[config.mk]
export PLATFORM = sky130hd
export DESIGN_NAME = json_stream_tokenizer_top
export DESIGN_NICKNAME = d
export VERILOG_FILES = /design/src/rtl/jst_pkg.sv /design/src/rtl/jst_stack.sv /design/src/rtl/jst_out_fifo.sv /design/src/rtl/jst_core.sv /design/src/rtl/json_stream_tokenizer_top.sv
export SDC_FILE = /design/constraint.sdc
export NUM_CORES = 2
export LEC_CHECK = 0
export BUFFER_PORTS_ARGS = -buffer_cell sky130_fd_sc_hd__buf_2
export CAP_MARGIN = 25
export CORE_MARGIN = 2
export CORE_UTILIZATION = 50
export CTS_BUF_LIST = sky130_fd_sc_hd__clkbuf_8
export CTS_CLUSTER_DIAMETER = 30
export DETAILED_ROUTE_END_ITERATION = 12
export GPL_TIMING_DRIVEN = 0
export HOLD_SLACK_MARGIN = 0.1
export PLACE_DENSITY = 0.66
export SYNTH_ARGS = -nofsm -noshare
export SYNTH_HDL_FRONTEND = slang
export SYNTH_SLANG_ARGS = --single-unit
[constraint.sdc]
create_clock -name clk -period 17.1 [get_ports clk]
set_input_delay 2.565 -clock clk [delete_from_list [all_inputs] [get_ports clk]]
set_output_delay 2.565 -clock clk [all_outputs]
set_load 0.02 [all_outputs]
[src/rtl/jst_pkg.sv]
`timescale 1ns / 1ps
// ----------------------------------------------------------------------------
// jst_pkg
// Shared types and constants for the streaming JSON tokenizer.
// ----------------------------------------------------------------------------
package jst_pkg;

    localparam int MAX_DEPTH_DEF   = 32;
    localparam int OFFSET_BITS_DEF = 20;
    localparam int POS_W           = 20;
    localparam int DEPTH_W         = 6;

    typedef enum logic [3:0] {
        EV_NONE      = 4'd0,
        EV_BEGIN_OBJ = 4'd1,
        EV_BEGIN_ARR = 4'd2,
        EV_END_OBJ   = 4'd3,
        EV_END_ARR   = 4'd4,
        EV_TRUE      = 4'd5,
        EV_FALSE     = 4'd6,
        EV_NULL      = 4'd7,
        EV_STRING    = 4'd8,
        EV_INT       = 4'd9,
        EV_FLOAT     = 4'd10,
        EV_DONE      = 4'd11,
        EV_ERROR     = 4'd12
    } ev_t;

    localparam logic [3:0] ERR_NONE    = 4'd0;
    localparam logic [3:0] ERR_LIT     = 4'd1;
    localparam logic [3:0] ERR_KEY     = 4'd2;
    localparam logic [3:0] ERR_COLON   = 4'd3;
    localparam logic [3:0] ERR_BRACE   = 4'd4;
    localparam logic [3:0] ERR_BRACKET = 4'd5;
    localparam logic [3:0] ERR_CHAR    = 4'd6;
    localparam logic [3:0] ERR_DEEP    = 4'd7;
    localparam logic [3:0] ERR_STRING  = 4'd8;

    typedef struct packed {
        logic [7:0] char_code;
        logic       end_mark;
    } in_item_t;

    typedef struct packed {
        logic [3:0]         event_kind;
        logic [POS_W-1:0]   value_start;
        logic [POS_W-1:0]   value_end;
        logic               has_name;
        logic [POS_W-1:0]   name_start;
        logic [POS_W-1:0]   name_end;
        logic [DEPTH_W-1:0] nest_depth;
        logic [3:0]         error_code;
        logic               last_of_item;
    } out_item_t;

    // Two results of one input item travel together to the output queue.
    typedef struct packed {
        logic      two;
        out_item_t first;
        out_item_t second;
    } res_pair_t;

    function automatic logic [7:0] lit_char(input logic [3:0] idx);
        logic [7:0] c;
        unique case (idx)
            4'd0:    c = "t";
            4'd1:    c = "r";
            4'd2:    c = "u";
            4'd3:    c = "e";
            4'd4:    c = "f";
            4'd5:    c = "a";
            4'd6:    c = "l";
            4'd7:    c = "s";
            4'd8:    c = "e";
            4'd9:    c = "n";
            4'd10:   c = "u";
            4'd11:   c = "l";
            4'd12:   c = "l";
            default: c = 8'd0;
        endcase
        return c;
    endfunction

endpackage

[src/rtl/jst_stack.sv]
`timescale 1ns / 1ps
// ----------------------------------------------------------------------------
// jst_stack
// Container stack memory: one bit per level, 1 for object, 0 for array.
// ----------------------------------------------------------------------------
module jst_stack #(
    parameter int MAX_DEPTH = 32,
    parameter int AW        = 5
) (
    input  logic          clk,
    input  logic          wr_en,
    input  logic [AW-1:0] wr_addr,
    input  logic          wr_data,
    input  logic [AW-1:0] rd_addr,
    output logic          rd_data
);

    logic mem [MAX_DEPTH];

    always_ff @(posedge clk)
    begin
        if (wr_en)
        begin
            mem[wr_addr] <= wr_data;
        end
        rd_data <= mem[rd_addr];
    end

endmodule

[src/rtl/jst_out_fifo.sv]
`timescale 1ns / 1ps
// ----------------------------------------------------------------------------
// jst_out_fifo
// Result queue that takes up to two results a cycle and gives one a cycle unless stalled.
// ----------------------------------------------------------------------------
module jst_out_fifo (
    input  logic                 clk,
    input  logic                 rst_n,
    input  logic                 push,
    input  jst_pkg::res_pair_t   push_data,
    output logic                 room,
    output logic                 out_valid,
    output jst_pkg::out_item_t   out_data,
    input  logic                 out_stall
);
    import jst_pkg::*;

    localparam int DEPTH = 8;

    out_item_t   slot_reg [DEPTH];
    logic [2:0]  wp_reg, rp_reg;
    logic [3:0]  cnt_reg, cnt_next;
    logic        pop;

    assign out_valid = (cnt_reg != 4'd0);
    assign out_data  = slot_reg[rp_reg];
    assign pop       = out_valid && !out_stall;
    // Room for a worst-case pair even with nothing popped.
    assign room      = (cnt_reg <= 4'd6);

    always_comb
    begin
        cnt_next = cnt_reg - {3'd0, pop};
        if (push)
        begin
            cnt_next = cnt_next + (push_data.two ? 4'd2 : 4'd1);
        end
    end

    always_ff @(posedge clk)
    begin
        if (push)
        begin
            slot_reg[wp_reg] <= push_data.first;
            if (push_data.two)
            begin
                slot_reg[wp_reg + 3'd1] <= push_data.second;
            end
        end
    end

    always_ff @(posedge clk or negedge rst_n)
    begin
        if (!rst_n)
        begin
            wp_reg  <= 3'd0;
            rp_reg  <= 3'd0;
            cnt_reg <= 4'd0;
        end
        else
        begin
            if (push)
            begin
                wp_reg <= wp_reg + (push_data.two ? 3'd2 : 3'd1);
            end
            if (pop)
            begin
                rp_reg <= rp_reg + 3'd1;
            end
            cnt_reg <= cnt_next;
        end
    end

    a_cnt_bound: assert property (@(posedge clk) disable iff (!rst_n)
        cnt_reg <= 4'd8) else $error("result queue overflow");
    a_no_push_full: assert property (@(posedge clk) disable iff (!rst_n)
        push |-> cnt_reg <= 4'd6) else $error("push without room");
    a_hold: assert property (@(posedge clk) disable iff (!rst_n)
        (out_valid && out_stall) |=> out_valid) else $error("result dropped");

endmodule

[src/rtl/jst_core.sv]
`timescale 1ns / 1ps
// ----------------------------------------------------------------------------
// jst_core
// Grammar machine: one byte a cycle unless stalled, container kind kept in the stack memory.
// ----------------------------------------------------------------------------
module jst_core #(
    parameter int MAX_DEPTH   = 32,
    parameter int OFFSET_BITS = 20
) (
    input  logic                clk,
    input  logic                rst_n,
    input  logic                in_fire,
    input  jst_pkg::in_item_t   in_data,
    output logic                push,
    output jst_pkg::res_pair_t  push_data
);
    import jst_pkg::*;

    localparam int AW = (MAX_DEPTH > 1) ? $clog2(MAX_DEPTH) : 1;
    localparam int CW = $clog2(MAX_DEPTH + 1);
    localparam logic [OFFSET_BITS-1:0] POS_ONE = OFFSET_BITS'(1);
    localparam logic [CW-1:0]          CNT_ONE = CW'(1);
    localparam logic [CW-1:0]          CNT_TWO = CW'(2);

    typedef enum logic [4:0] {
        M_TOP_VALUE, M_ARR_VALUE, M_MEMBER_VALUE, M_OBJ_KEY, M_KEY_STR, M_KEY_ESC,
        M_COLON, M_OBJ_NEXT, M_ARR_NEXT, M_STR, M_STR_ESC, M_LIT, M_NUM_INT,
        M_NUM_FRAC, M_NUM_ESIGN, M_NUM_EXP, M_TAIL, M_FAULT
    } mode_t;

    mode_t                  mode_reg, mode_next;
    logic [3:0]             lstep_reg, lstep_next;
    logic [CW-1:0]          cnt_reg, cnt_next;
    logic [OFFSET_BITS-1:0] pos_reg, pos_next;
    logic [OFFSET_BITS-1:0] tok_reg, tok_next;
    logic [OFFSET_BITS-1:0] kb_reg, kb_next, ke_reg, ke_next;
    logic                   kv_reg, kv_next;
    logic [63:0]            nlo_reg, nlo_next;
    logic [1:0]             nhi_reg, nhi_next;
    logic                   neg_reg, neg_next;
    logic [3:0]             fault_reg, fault_next;

    // The top entry lives in a register. The memory read is always aimed at
    // the entry below the top, so after a pop the new top is already there.
    logic          st_rd;
    logic          wr_en, wr_data;
    logic [AW-1:0] wr_addr, rd_addr;
    logic          top_obj_reg, top_obj_next;

    jst_stack #(.MAX_DEPTH(MAX_DEPTH), .AW(AW)) u_stack (
        .clk(clk), .wr_en(wr_en), .wr_addr(wr_addr), .wr_data(wr_data),
        .rd_addr(rd_addr), .rd_data(st_rd)
    );

    // Digit accumulator step: times ten as two shifts and an add.
    logic [3:0]  dig;
    logic [67:0] acc_w;
    logic [63:0] acc_lo;
    logic [1:0]  acc_hi;
    always_comb
    begin
        acc_w = ({4'd0, nlo_reg} << 3) + ({4'd0, nlo_reg} << 1) + {64'd0, dig};
        if (nhi_reg != 2'd0 || acc_w[67:65] != 3'd0 || (acc_w[64] && acc_w[63:0] != 64'd0))
        begin
            acc_hi = 2'd2;
            acc_lo = (nhi_reg != 2'd0) ? nlo_reg : 64'd0;
        end
        else
        begin
            acc_hi = {1'b0, acc_w[64]};
            acc_lo = acc_w[63:0];
        end
    end

    out_item_t ev_a, ev_b;
    logic      n_ev;

    function automatic out_item_t mk(input logic [3:0] k, input logic [POS_W-1:0] vs,
                                      input logic [POS_W-1:0] ve, input logic nm,
                                      input logic [POS_W-1:0] ks,
                                      input logic [POS_W-1:0] kend,
                                      input logic [DEPTH_W-1:0] d, input logic [3:0] e);
        out_item_t o;
        o.event_kind   = k;
        o.value_start  = vs;
        o.value_end    = ve;
        o.has_name     = nm;
        o.name_start   = nm ? ks : '0;
        o.name_end     = nm ? kend : '0;
        o.nest_depth   = d;
        o.error_code   = e;
        o.last_of_item = 1'b0;
        return o;
    endfunction

    always_comb
    begin
        logic [7:0]             c;
        logic                   ws, isd, ise, took;
        logic [POS_W-1:0]       kbw, kew, tokw, posw;
        logic [DEPTH_W-1:0]     dep;
        logic [3:0]             kind;
        logic                   tobj;
        out_item_t              e;
        mode_next    = mode_reg;
        lstep_next   = lstep_reg;
        cnt_next     = cnt_reg;
        pos_next     = pos_reg;
        tok_next     = tok_reg;
        kb_next      = kb_reg;
        ke_next      = ke_reg;
        kv_next      = kv_reg;
        nlo_next     = nlo_reg;
        nhi_next     = nhi_reg;
        neg_next     = neg_reg;
        fault_next   = fault_reg;
        top_obj_next = top_obj_reg;
        wr_en        = 1'b0;
        wr_addr      = '0;
        wr_data      = 1'b0;
        n_ev         = 1'b0;
        push         = 1'b0;
        ev_a         = '0;
        ev_b         = '0;
        c            = in_data.char_code;
        ws           = (c <= 8'h20);
        isd          = (c >= "0") && (c <= "9");
        ise          = (c == "e") || (c == "E");
        dig          = c[3:0];
        took         = 1'b0;
        kbw          = POS_W'(kb_reg);
        kew          = POS_W'(ke_reg);
        tokw         = POS_W'(tok_reg);
        posw         = POS_W'(pos_reg);
        kind         = EV_NONE;
        tobj         = top_obj_reg;
        e            = '0;
        dep          = DEPTH_W'(cnt_reg);

        if (in_fire)
        begin
            // Finish a pending number first when the byte does not extend it.
            if (mode_reg == M_NUM_INT || mode_reg == M_NUM_FRAC ||
                mode_reg == M_NUM_ESIGN || mode_reg == M_NUM_EXP)
            begin
                if (!in_data.end_mark)
                begin
                    unique case (mode_reg)
                        M_NUM_INT:
                        begin
                            if (isd)
                            begin
                                took = 1'b1;
                                nlo_next = acc_lo;
                                nhi_next = acc_hi;
                            end
                            else if (c == ".")
                            begin
                                took = 1'b1;
                                mode_next = M_NUM_FRAC;
                            end
                            else if (ise)
                            begin
                                took = 1'b1;
                                mode_next = M_NUM_ESIGN;
                            end
                        end
                        M_NUM_FRAC:
                        begin
                            if (isd)
                            begin
                                took = 1'b1;
                            end
                            else if (ise)
                            begin
                                took = 1'b1;
                                mode_next = M_NUM_ESIGN;
                            end
                        end
                        M_NUM_ESIGN:
                        begin
                            if (c == "+" || c == "-" || isd)
                            begin
                                took = 1'b1;
                                mode_next = M_NUM_EXP;
                            end
                        end
                        default:
                        begin
                            took = isd;
                        end
                    endcase
                end
                if (!took)
                begin
                    kind = EV_FLOAT;
                    if (mode_reg == M_NUM_INT)
                    begin
                        if (neg_reg)
                        begin
                            kind = (nhi_reg != 2'd0 || nlo_reg > 64'h8000000000000000) ?
                                   EV_FLOAT : EV_INT;
                        end
                        else
                        begin
                            kind = (nhi_reg == 2'd2) ? EV_FLOAT : EV_INT;
                        end
                    end
                    ev_a = mk(kind, tokw, posw, kv_reg, kbw, kew, dep, ERR_NONE);
                    n_ev = 1'b1;
                    kv_next = 1'b0;
                    if (cnt_reg == '0)
                    begin
                        mode_next = M_TAIL;
                    end
                    else
                    begin
                        mode_next = tobj ? M_OBJ_NEXT : M_ARR_NEXT;
                    end
                end
            end

            if (in_data.end_mark)
            begin
                if (mode_next == M_TAIL)
                begin
                    e = mk(EV_DONE, '0, '0, 1'b0, '0, '0, dep, ERR_NONE);
                end
                else
                begin
                    logic [3:0] code;
                    unique case (mode_next)
                        M_FAULT:   code = fault_reg;
                        M_OBJ_KEY: code = ERR_KEY;
                        M_COLON:   code = ERR_COLON;
                        M_OBJ_NEXT: code = ERR_BRACE;
                        M_ARR_NEXT: code = ERR_BRACKET;
                        M_KEY_STR, M_KEY_ESC, M_STR, M_STR_ESC: code = ERR_STRING;
                        M_LIT:     code = ERR_LIT;
                        default:   code = ERR_CHAR;
                    endcase
                    e = mk(EV_ERROR, '0, '0, 1'b0, '0, '0, dep, code);
                end
                if (n_ev)
                begin
                    ev_b = e;
                end
                else
                begin
                    ev_a = e;
                end
                mode_next  = M_TOP_VALUE;
                lstep_next = 4'd0;
                cnt_next   = '0;
                pos_next   = '0;
                tok_next   = '0;
                kb_next    = '0;
                ke_next    = '0;
                kv_next    = 1'b0;
                nlo_next   = '0;
                nhi_next   = '0;
                neg_next   = 1'b0;
                fault_next = '0;
                n_ev       = 1'b1;
                push       = 1'b1;
            end
            else if (!took)
            begin
                logic       emit;
                logic       is_fault;
                logic [3:0] fc;
                logic       do_open, open_obj, do_close;
                logic [3:0] close_kind;
                logic       do_val;
                logic [3:0] vkind;
                logic [POS_W-1:0] vs, ve;
                emit = 1'b0;
                is_fault = 1'b0;
                fc = ERR_NONE;
                do_open = 1'b0;
                open_obj = 1'b0;
                do_close = 1'b0;
                close_kind = EV_END_OBJ;
                do_val = 1'b0;
                vkind = EV_NONE;
                vs = '0;
                ve = '0;
                unique case (mode_next)
                    M_TOP_VALUE, M_ARR_VALUE, M_MEMBER_VALUE:
                    begin
                        if (!ws)
                        begin
                            if (c == "t" || c == "f" || c == "n")
                            begin
                                lstep_next = (c == "t") ? 4'd1 : (c == "f") ? 4'd5 : 4'd10;
                                mode_next  = M_LIT;
                            end
                            else if (c == "\"")
                            begin
                                tok_next  = pos_reg + POS_ONE;
                                mode_next = M_STR;
                            end
                            else if (c == "-" || c == "." || isd)
                            begin
                                tok_next = pos_reg;
                                nhi_next = 2'd0;
                                neg_next = (c == "-");
                                nlo_next = isd ? {60'd0, dig} : 64'd0;
                                mode_next = (c == ".") ? M_NUM_FRAC : M_NUM_INT;
                            end
                            else if (c == "[")
                            begin
                                do_open = 1'b1;
                            end
                            else if (c == "{")
                            begin
                                do_open = 1'b1;
                                open_obj = 1'b1;
                            end
                            else if (c == "]" && mode_next == M_ARR_VALUE)
                            begin
                                do_close = 1'b1;
                                close_kind = EV_END_ARR;
                            end
                            else
                            begin
                                is_fault = 1'b1;
                                fc = ERR_CHAR;
                            end
                        end
                    end
                    M_OBJ_KEY:
                    begin
                        if (!ws)
                        begin
                            if (c == "}")
                            begin
                                do_close = 1'b1;
                            end
                            else if (c == "\"")
                            begin
                                kb_next = pos_reg + POS_ONE;
                                mode_next = M_KEY_STR;
                            end
                            else
                            begin
                                is_fault = 1'b1;
                                fc = ERR_KEY;
                            end
                        end
                    end
                    M_KEY_STR:
                    begin
                        if (c == "\\")
                        begin
                            mode_next = M_KEY_ESC;
                        end
                        else if (c == "\"")
                        begin
                            ke_next = pos_reg;
                            kv_next = 1'b1;
                            mode_next = M_COLON;
                        end
                    end
                    M_KEY_ESC: mode_next = M_KEY_STR;
                    M_COLON:
                    begin
                        if (!ws)
                        begin
                            if (c == ":")
                            begin
                                mode_next = M_MEMBER_VALUE;
                            end
                            else
                            begin
                                is_fault = 1'b1;
                                fc = ERR_COLON;
                            end
                        end
                    end
                    M_OBJ_NEXT:
                    begin
                        if (!ws)
                        begin
                            if (c == ",")
                            begin
                                mode_next = M_OBJ_KEY;
                            end
                            else if (c == "}")
                            begin
                                do_close = 1'b1;
                            end
                            else
                            begin
                                is_fault = 1'b1;
                                fc = ERR_BRACE;
                            end
                        end
                    end
                    M_ARR_NEXT:
                    begin
                        if (!ws)
                        begin
                            if (c == ",")
                            begin
                                mode_next = M_ARR_VALUE;
                            end
                            else if (c == "]")
                            begin
                                do_close = 1'b1;
                                close_kind = EV_END_ARR;
                            end
                            else
                            begin
                                is_fault = 1'b1;
                                fc = ERR_BRACKET;
                            end
                        end
                    end
                    M_STR:
                    begin
                        if (c == "\\")
                        begin
                            mode_next = M_STR_ESC;
                        end
                        else if (c == "\"")
                        begin
                            do_val = 1'b1;
                            vkind = EV_STRING;
                            vs = tokw;
                            ve = posw;
                        end
                    end
                    M_STR_ESC: mode_next = M_STR;
                    M_LIT:
                    begin
                        if (lstep_reg > 4'd12 || c != lit_char(lstep_reg))
                        begin
                            is_fault = 1'b1;
                            fc = ERR_LIT;
                        end
                        else
                        begin
                            lstep_next = lstep_reg + 4'd1;
                            if (lstep_reg == 4'd3 || lstep_reg == 4'd8 || lstep_reg == 4'd12)
                            begin
                                do_val = 1'b1;
                                vkind = (lstep_reg == 4'd3) ? EV_TRUE :
                                        (lstep_reg == 4'd8) ? EV_FALSE : EV_NULL;
                                lstep_next = 4'd0;
                            end
                        end
                    end
                    default: ;
                endcase

                if (do_open)
                begin
                    if (cnt_reg >= CW'(MAX_DEPTH))
                    begin
                        is_fault = 1'b1;
                        fc = ERR_DEEP;
                    end
                    else
                    begin
                        wr_en = 1'b1;
                        wr_addr = AW'(cnt_reg);
                        wr_data = open_obj;
                        top_obj_next = open_obj;
                        cnt_next = cnt_reg + CNT_ONE;
                        e = mk(open_obj ? EV_BEGIN_OBJ : EV_BEGIN_ARR, '0, '0, kv_reg,
                               kbw, kew, DEPTH_W'(cnt_next), ERR_NONE);
                        emit = 1'b1;
                        kv_next = 1'b0;
                        mode_next = open_obj ? M_OBJ_KEY : M_ARR_VALUE;
                    end
                end
                if (do_close)
                begin
                    if (cnt_reg != '0)
                    begin
                        cnt_next = cnt_reg - CNT_ONE;
                    end
                    // The entry below the old top is the prefetched memory word.
                    top_obj_next = st_rd;
                    e = mk(close_kind, '0, '0, 1'b0, '0, '0, DEPTH_W'(cnt_next), ERR_NONE);
                    emit = 1'b1;
                    mode_next = (cnt_next == '0) ? M_TAIL :
                                (st_rd ? M_OBJ_NEXT : M_ARR_NEXT);
                end
                if (do_val)
                begin
                    e = mk(vkind, vs, ve, kv_reg, kbw, kew, dep, ERR_NONE);
                    emit = 1'b1;
                    kv_next = 1'b0;
                    mode_next = (cnt_reg == '0) ? M_TAIL : (tobj ? M_OBJ_NEXT : M_ARR_NEXT);
                end
                if (is_fault)
                begin
                    fault_next = fc;
                    mode_next = M_FAULT;
                    e = mk(EV_ERROR, '0, '0, 1'b0, '0, '0, dep, fc);
                    emit = 1'b1;
                end
                if (emit)
                begin
                    if (n_ev)
                    begin
                        ev_b = e;
                    end
                    else
                    begin
                        ev_a = e;
                    end
                end
                pos_next = pos_reg + POS_ONE;
                n_ev = n_ev || emit;
                push = n_ev;
            end
            else
            begin
                pos_next = pos_reg + POS_ONE;
                push = n_ev;
            end
        end

        // Keep the read aimed at the entry under the top after this cycle.
        if (cnt_next >= CNT_TWO)
        begin
            rd_addr = AW'(cnt_next - CNT_TWO);
        end
        else
        begin
            rd_addr = '0;
        end
    end

    always_comb
    begin
        push_data.two    = ev_b.event_kind != EV_NONE;
        push_data.first  = ev_a;
        push_data.second = ev_b;
        if (ev_b.event_kind != EV_NONE)
        begin
            push_data.second.last_of_item = 1'b1;
        end
        else
        begin
            push_data.first.last_of_item = 1'b1;
        end
    end

    always_ff @(posedge clk or negedge rst_n)
    begin
        if (!rst_n)
        begin
            mode_reg    <= M_TOP_VALUE;
            lstep_reg   <= 4'd0;
            cnt_reg     <= '0;
            pos_reg     <= '0;
            tok_reg     <= '0;
            kb_reg      <= '0;
            ke_reg      <= '0;
            kv_reg      <= 1'b0;
            nlo_reg     <= '0;
            nhi_reg     <= '0;
            neg_reg     <= 1'b0;
            fault_reg   <= '0;
            top_obj_reg <= 1'b0;
        end
        else if (in_fire)
        begin
            mode_reg    <= mode_next;
            lstep_reg   <= lstep_next;
            cnt_reg     <= cnt_next;
            pos_reg     <= pos_next;
            tok_reg     <= tok_next;
            kb_reg      <= kb_next;
            ke_reg      <= ke_next;
            kv_reg      <= kv_next;
            nlo_reg     <= nlo_next;
            nhi_reg     <= nhi_next;
            neg_reg     <= neg_next;
            fault_reg   <= fault_next;
            top_obj_reg <= top_obj_next;
        end
    end

    a_depth: assert property (@(posedge clk) disable iff (!rst_n)
        cnt_reg <= CW'(MAX_DEPTH)) else $error("depth beyond limit");
    a_end_rearm: assert property (@(posedge clk) disable iff (!rst_n)
        (in_fire && in_data.end_mark) |=> (mode_reg == M_TOP_VALUE && cnt_reg == '0))
        else $error("end mark did not rearm");
    a_end_pushes: assert property (@(posedge clk) disable iff (!rst_n)
        (in_fire && in_data.end_mark) |-> push) else $error("end mark without result");

endmodule

[src/rtl/json_stream_tokenizer_top.sv]
`timescale 1ns / 1ps
// ----------------------------------------------------------------------------
// json_stream_tokenizer_top
// Streaming JSON tokenizer taking one byte per request.
// ----------------------------------------------------------------------------
// Channel   Direction  Payload       Handshake
// in        input      in_item_t     in_valid / in_stall
// out       output     out_item_t    out_valid / out_stall
//
// One byte is taken per cycle unless in_stall; grammar step and stack write
// finish in the cycle of acceptance; results are registered in the out queue.
// The stack memory read is kept on the level below the top, so a container
// close does not wait on a memory read and requests can follow back to back.
// Reset clears all control state; the stack memory needs no clearing.
// Input stalls only when the result queue lacks room for two results.
// ----------------------------------------------------------------------------
module json_stream_tokenizer_top #(
    parameter int MAX_DEPTH   = jst_pkg::MAX_DEPTH_DEF,
    parameter int OFFSET_BITS = jst_pkg::OFFSET_BITS_DEF
) (
    input  logic                clk,
    input  logic                rst_n,
    input  logic                in_valid,
    output logic                in_stall,
    input  jst_pkg::in_item_t   in_data,
    output logic                out_valid,
    input  logic                out_stall,
    output jst_pkg::out_item_t  out_data
);
    import jst_pkg::*;

    logic      in_fire, push, room;
    res_pair_t pair;

    assign in_stall = !room;
    assign in_fire  = in_valid && !in_stall;

    jst_core #(.MAX_DEPTH(MAX_DEPTH), .OFFSET_BITS(OFFSET_BITS)) u_core (
        .clk(clk), .rst_n(rst_n), .in_fire(in_fire), .in_data(in_data),
        .push(push), .push_data(pair)
    );

    jst_out_fifo u_fifo (
        .clk(clk), .rst_n(rst_n), .push(push), .push_data(pair), .room(room),
        .out_valid(out_valid), .out_data(out_data), .out_stall(out_stall)
    );

endmodule

* Yosys cells after proc, flatten, opt, wreduce, memory -nomap -nowiden
Memories as Yosys holds them, arrays and structs flattened. A register that Yosys moved wholly into a read port is not among the register bits. Cells that the tools add are included.
Word-level totals: memories 3, output and inout port bits 98, bits in writable memories 800, bits in registers 178, memory bits (read-only) 112, logic and storage cells 465
Operators by class: $add $sub $neg 12, muxes and demuxes 325, bitwise logic cells 2, reductions and logical operators 51, order comparisons 8, eq/ne operators 48
Memory list:
- u_fifo.slot_reg | words 8, width 96, rd ports 1, clocked after Yosys merged registers in 0, write ports 2, RTL line jst_out_fifo.sv:20 | out_item_t slot_reg [DEPTH];
- (no name shown) | words 16, width 7, rd ports 1, clocked after Yosys merged registers in 0, write ports 0, RTL line jst_pkg.sv:65 | unique case (idx)
- u_core.u_stack.mem | words 32, width 1, rd ports 1, clocked after Yosys merged registers in 1, write ports 1, RTL line jst_stack.sv:18 | logic mem [MAX_DEPTH];
Operators with widths (number):
- 96-bit 2-to-1 mux | 19
- 64-bit 2-to-1 mux | 12
- 20-bit 2-to-1 mux | 27
- 5-bit 2-to-1 mux | 40
- 4-bit 2-to-1 mux | 45
- 1-bit 2-to-1 mux | 131
- 95-bit 2-to-1 mux | 1
- 8-bit by 7-bit == test with 1-bit output (second input constant) | 10
- 67-bit by 65-bit adder with 68-bit output | 1
- 68-bit by 4-bit adder with 68-bit output | 1
- 6-bit 2-to-1 mux | 11
- 64-bit > comparator (second input constant) | 1
- 64-bit nonzero test | 1
- 8-bit by 6-bit == test with 1-bit output (second input constant) | 6
- 5-bit one-hot mux with 9 select lines | 1
- 5-bit by 4-bit == test with 1-bit output (second input constant) | 8
- 2-bit 2-to-1 mux | 19
- 8-bit 2-to-1 mux | 4
- 4-bit one-hot mux with 7 select lines | 1
- 4-bit one-hot mux with 2 select lines | 3
- 4-bit one-hot mux with 6 select lines | 1
- 20-bit by 1-bit adder with 20-bit output (second input constant) | 1
- 5-bit by 3-bit == test with 1-bit output (second input constant) | 4
- 6-bit AND reduction | 3
- other kinds (46) | 95

* Longest topological paths before layout
depth in word-level cells 41, gate-level depth with buffers 23, depth with buffers taken out 19

* Cells and area by module
A second synthesis with hierarchy kept.
Unflattened totals: cells, all modules 4427, area total of the unflattened synthesis 57694.1 sq um
By module, submodules not included:
- jst_out_fifo | times used 1, seq. area each 23312.4 sq um, area an instance 38588.3 sq um, cells each 2045
- jst_core | times used 1, seq. area each 4179.0 sq um, area an instance 17578.1 sq um, cells each 2260
- jst_stack | times used 1, seq. area each 980.9 sq um, area an instance 1517.7 sq um, cells each 120
- json_stream_tokenizer_top | times used 1, seq. area each 0.0 sq um, area an instance 10.0 sq um, cells each 2

* Worst setup path before layout
OpenSTA, ideal clock, no wires.
path type in2reg, from input port in_data[6] (netlist bit), to memory u_fifo.slot_reg[0][0] (netlist bit), enable pin, buffers on the path 2, stages on the path 13, arrival 15.046 ns, required time 16.289 ns, slack 1.243 ns, path through buf_4 or3b_4 or3_4 a2111o_1 a21o_1 nand2_2 a21oi_1 or3_1 nand4_2 o31ai_1 a21o_1 clkbuf_1 o41ai_1
RTL lines:
- from (decl) | RTL line json_stream_tokenizer_top.sv:25 | input jst_pkg::in_item_t in_data,
- to (decl) | RTL line jst_out_fifo.sv:20

==> flow_summary.toml <==
[timing]
slew_headroom_pct = 28.71
period_share_pct = 45.45
setup_violations = 0
period_minus_slack_ns = 7.772
finalMaxSlewViolations = 0
worstMarginPinSlew_ns = 1.069
rsz0062_at_grt = "false"
finalClockSkew_ns = 0.07045
hold_viol = 0
fmax_mhz = 128.7
tns_ns = 0

[setup_path]
worstPathRequired_ns = 17.67
crit_type = "input port to register"
path_max_fanout = 10
arrival_ns = 8.34
crit_path_top_delay_cell = "a21oi_2"
crit_top_cell = "buf_4"
start_kind = "input port"
slowest_delay_ns = 0.56
worstPathCellList = "buf_2, buf_2, o21ai_0, nand3_1, o221ai_1, a21oi_2, o211ai_1, nor2_1, nand3_1, a21oi_1, o311ai_1, a21o_1, buf_4, buf_2, nand2_1, nand2_1, o41ai_2, buf_4, buf_4, buf_4, buf_4"
endpoint_kind = "register"

[final_layout]
layout.cells.non_filler = 6242
nNetsFinal = 4879
syn_to_final_growth_pct = 15.36
postLayoutCellArea_um2 = 58880
largest_register_ffs = 768
drive_above_1_share_pct = 18.63
regArea_um2 = 28470
multiInputGateArea_um2 = 21190
fin_util_pct = 58.03
fillCellCount = 8359

[die]
start_util_pct = 50.31
fp.dieArea_um2 = 104600
ios = 111
core-area_um2 = 101400
die_w_um = 323.5
placementRows = 117
die_h_um = 323.5

[place]
gp_congestion = 0.9602
place_inst = 5884
dpl.hpwl_mm = 104.0
placed_area_um2 = 54650
port_buffers = 109

[synth]
yosysSeqAreaShare_pct = 55.79
ys_warn_count = 0
synth_common_cells = "nor2_1 (838), edfxtp_1 (800), nand2_1 (453), clkbuf_1 (195), mux4_2 (195)"
synthesis.nets = 4495
yosys.area.top_type_share_pct = 47.07
synth_top_area_cell = "edfxtp_1"
synthArstFlopShare_pct = 18.10
ys_seq_elements = 978
synth_edf_count = 800
syn_area_um2 = 51030
synth_most_common_cell = "nor2_1"
yosys-top-cells-area = "edfxtp_1 (47%), dfrtp_1 (8.7%), mux4_2 (8.6%), nor2_1 (6.2%), ha_1 (3.6%)"
synth_cells = 4331
synth_cell_types = 103
synth-main-ff-cell = "edfxtp_1"
avgSynthCellArea_um2 = 11.78

[cts]
cts_buffers = 195
clk_latency_ns = 0.91
h-tree-depth = 4
cts_tree = "yes"
path_clk_slew_ns = 0.05
clk_path_buf_depth = 3
cts_resized = 0
postCtsSetupBuffers = 0
cts_hold_buf = 0
cts-root-buf = "clkbuf_8"
clock-sinks = 978

[route]
drt-initial-drc-count = 3785
wl_mm = 147.1
drc = 0
dr.pass1.iters = 6
detail-route-antenna-nets = 0
num_vias = 37495
viasPerCell = 6.007
wl_per_cell_um = 23.57

[run_status]
status = "finished, final reports clean"

[global_routing]
grt_pass1_wl_mm = 224.0
track_usage_pct = 28.32
grt.overflow.total = 0
grt_pass1_vias = 37533
antenna_found_initial = 4
grt_start_max_net_pins = 101

[power]
power_density_nw_per_um2 = 129.3
p_leak_nw = 22.64
fin_total_pwr_mw = 7.612
ir_worst_vdd_v = 0.00009920

[hold_path]
hold_class = "register to register"

[job]
drv_cap = 0
-- kinds of logic after synthesis --
logic type / count (synthesis) / synth area share [%]
and+or+nand+nor: 1672 / 14.07
AOI/OAI and AO/OA: 728 / 9.741
buffers and inverters: 344 / 2.886
xor gates and xnor gates: 103 / 1.768
adders and majority gates: 151 / 3.761
DFF: 978 / 55.79
muxes: 355 / 11.99
-- layout make-up --
| type | instances | share of cell area [%] |
|---|---|---|
| Antenna cell | 1 | 0.004250 |
| Buffer | 294 | 2.183 |
| Clock buffer | 212 | 4.956 |
| Clock inverter | 143 | 2.172 |
| Inverter | 50 | 0.3188 |
| Multi-Input combinational cell | 3009 | 35.99 |
| Sequential cell | 978 | 48.36 |
| Tap cell | 1368 | 2.907 |
| Timing Repair Buffer | 187 | 3.107 |
-- where the power goes --
group	internal, mW	switching, mW
Sequential	2.76	0.0667
Clock	1.45	1.08
Combinational	0.893	1.36
Total	5.10	2.51
-- per-layer routing --
layer,track usage [%],up-vias,routed length [µm]
li1,-,16959,-
met1,37.41,18575,59570
met2,46.61,1632,71000
met3,5.084,329,11310
met4,11.03,0,5249
met5,0,-,0
-- placed cells by master (no fill, tap or decap), types with 44 or more instances in the layout --
cell      netlist  layout
nor2_1        838     838
edfxtp_1      800     800
nand2_1       453     453
clkbuf_8        0     212
clkbuf_1      195     195
mux4_2        195     195
dfrtp_1       177     177
buf_2          52     162
o21ai_0       160     157
ha_1          147     147
a21oi_1       126     126
mux2_2        100     100
o31ai_1        92      88
inv_1          45      84
nor3_1         73      72
a21o_1         72      72
nand3_1        61      61
mux2i_1        60      60
xnor2_1        53      53
xor2_1         50      50
nand4_1        48      48
clkinv_2        0      44
-- through the flow --
stage	setup slack [ns]	hold WS (ns)
finish	9.328	0.4740
detailed placement	8.581	0.4607
global placement	-8.924	0.4547
floorplan	1.243	0.4386
global route	8.993	0.4908
CTS	9.520	0.4769
-- worst paths after layout --
| kind | depth (start not counted) | slack, ns | start | to |
|---|---|---|---|---|
| setup / recovery | 21 | 9.33 | in_data[4] | u_fifo.slot_reg[0][65] |
| hold / removal | 2 | 0.47 | u_core.ke_reg[2] | u_core.ke_reg[2] |
| setup reg to reg | 21 | 10.17 | u_core.cnt_reg[1] | u_fifo.slot_reg[0][65] |
| hold reg to reg | 2 | 0.47 | u_core.ke_reg[2] | u_core.ke_reg[2] |
| max in group asynchronous | 2 | 14.41 | rst_n | u_core.ke_reg[6] |
| min in group asynchronous | 1 | 1.68 | rst_n | u_core.mode_reg[2] |
-- worst max-delay path: cells and delay by family --
kind                   cells  cell delay [ns]
AO/OA/AOI/OAI              8             2.40
buffers and inverters      8             1.77
AND/OR/NAND/NOR            5             1.57
Note: power is estimated with default switching activity, not from simulation.
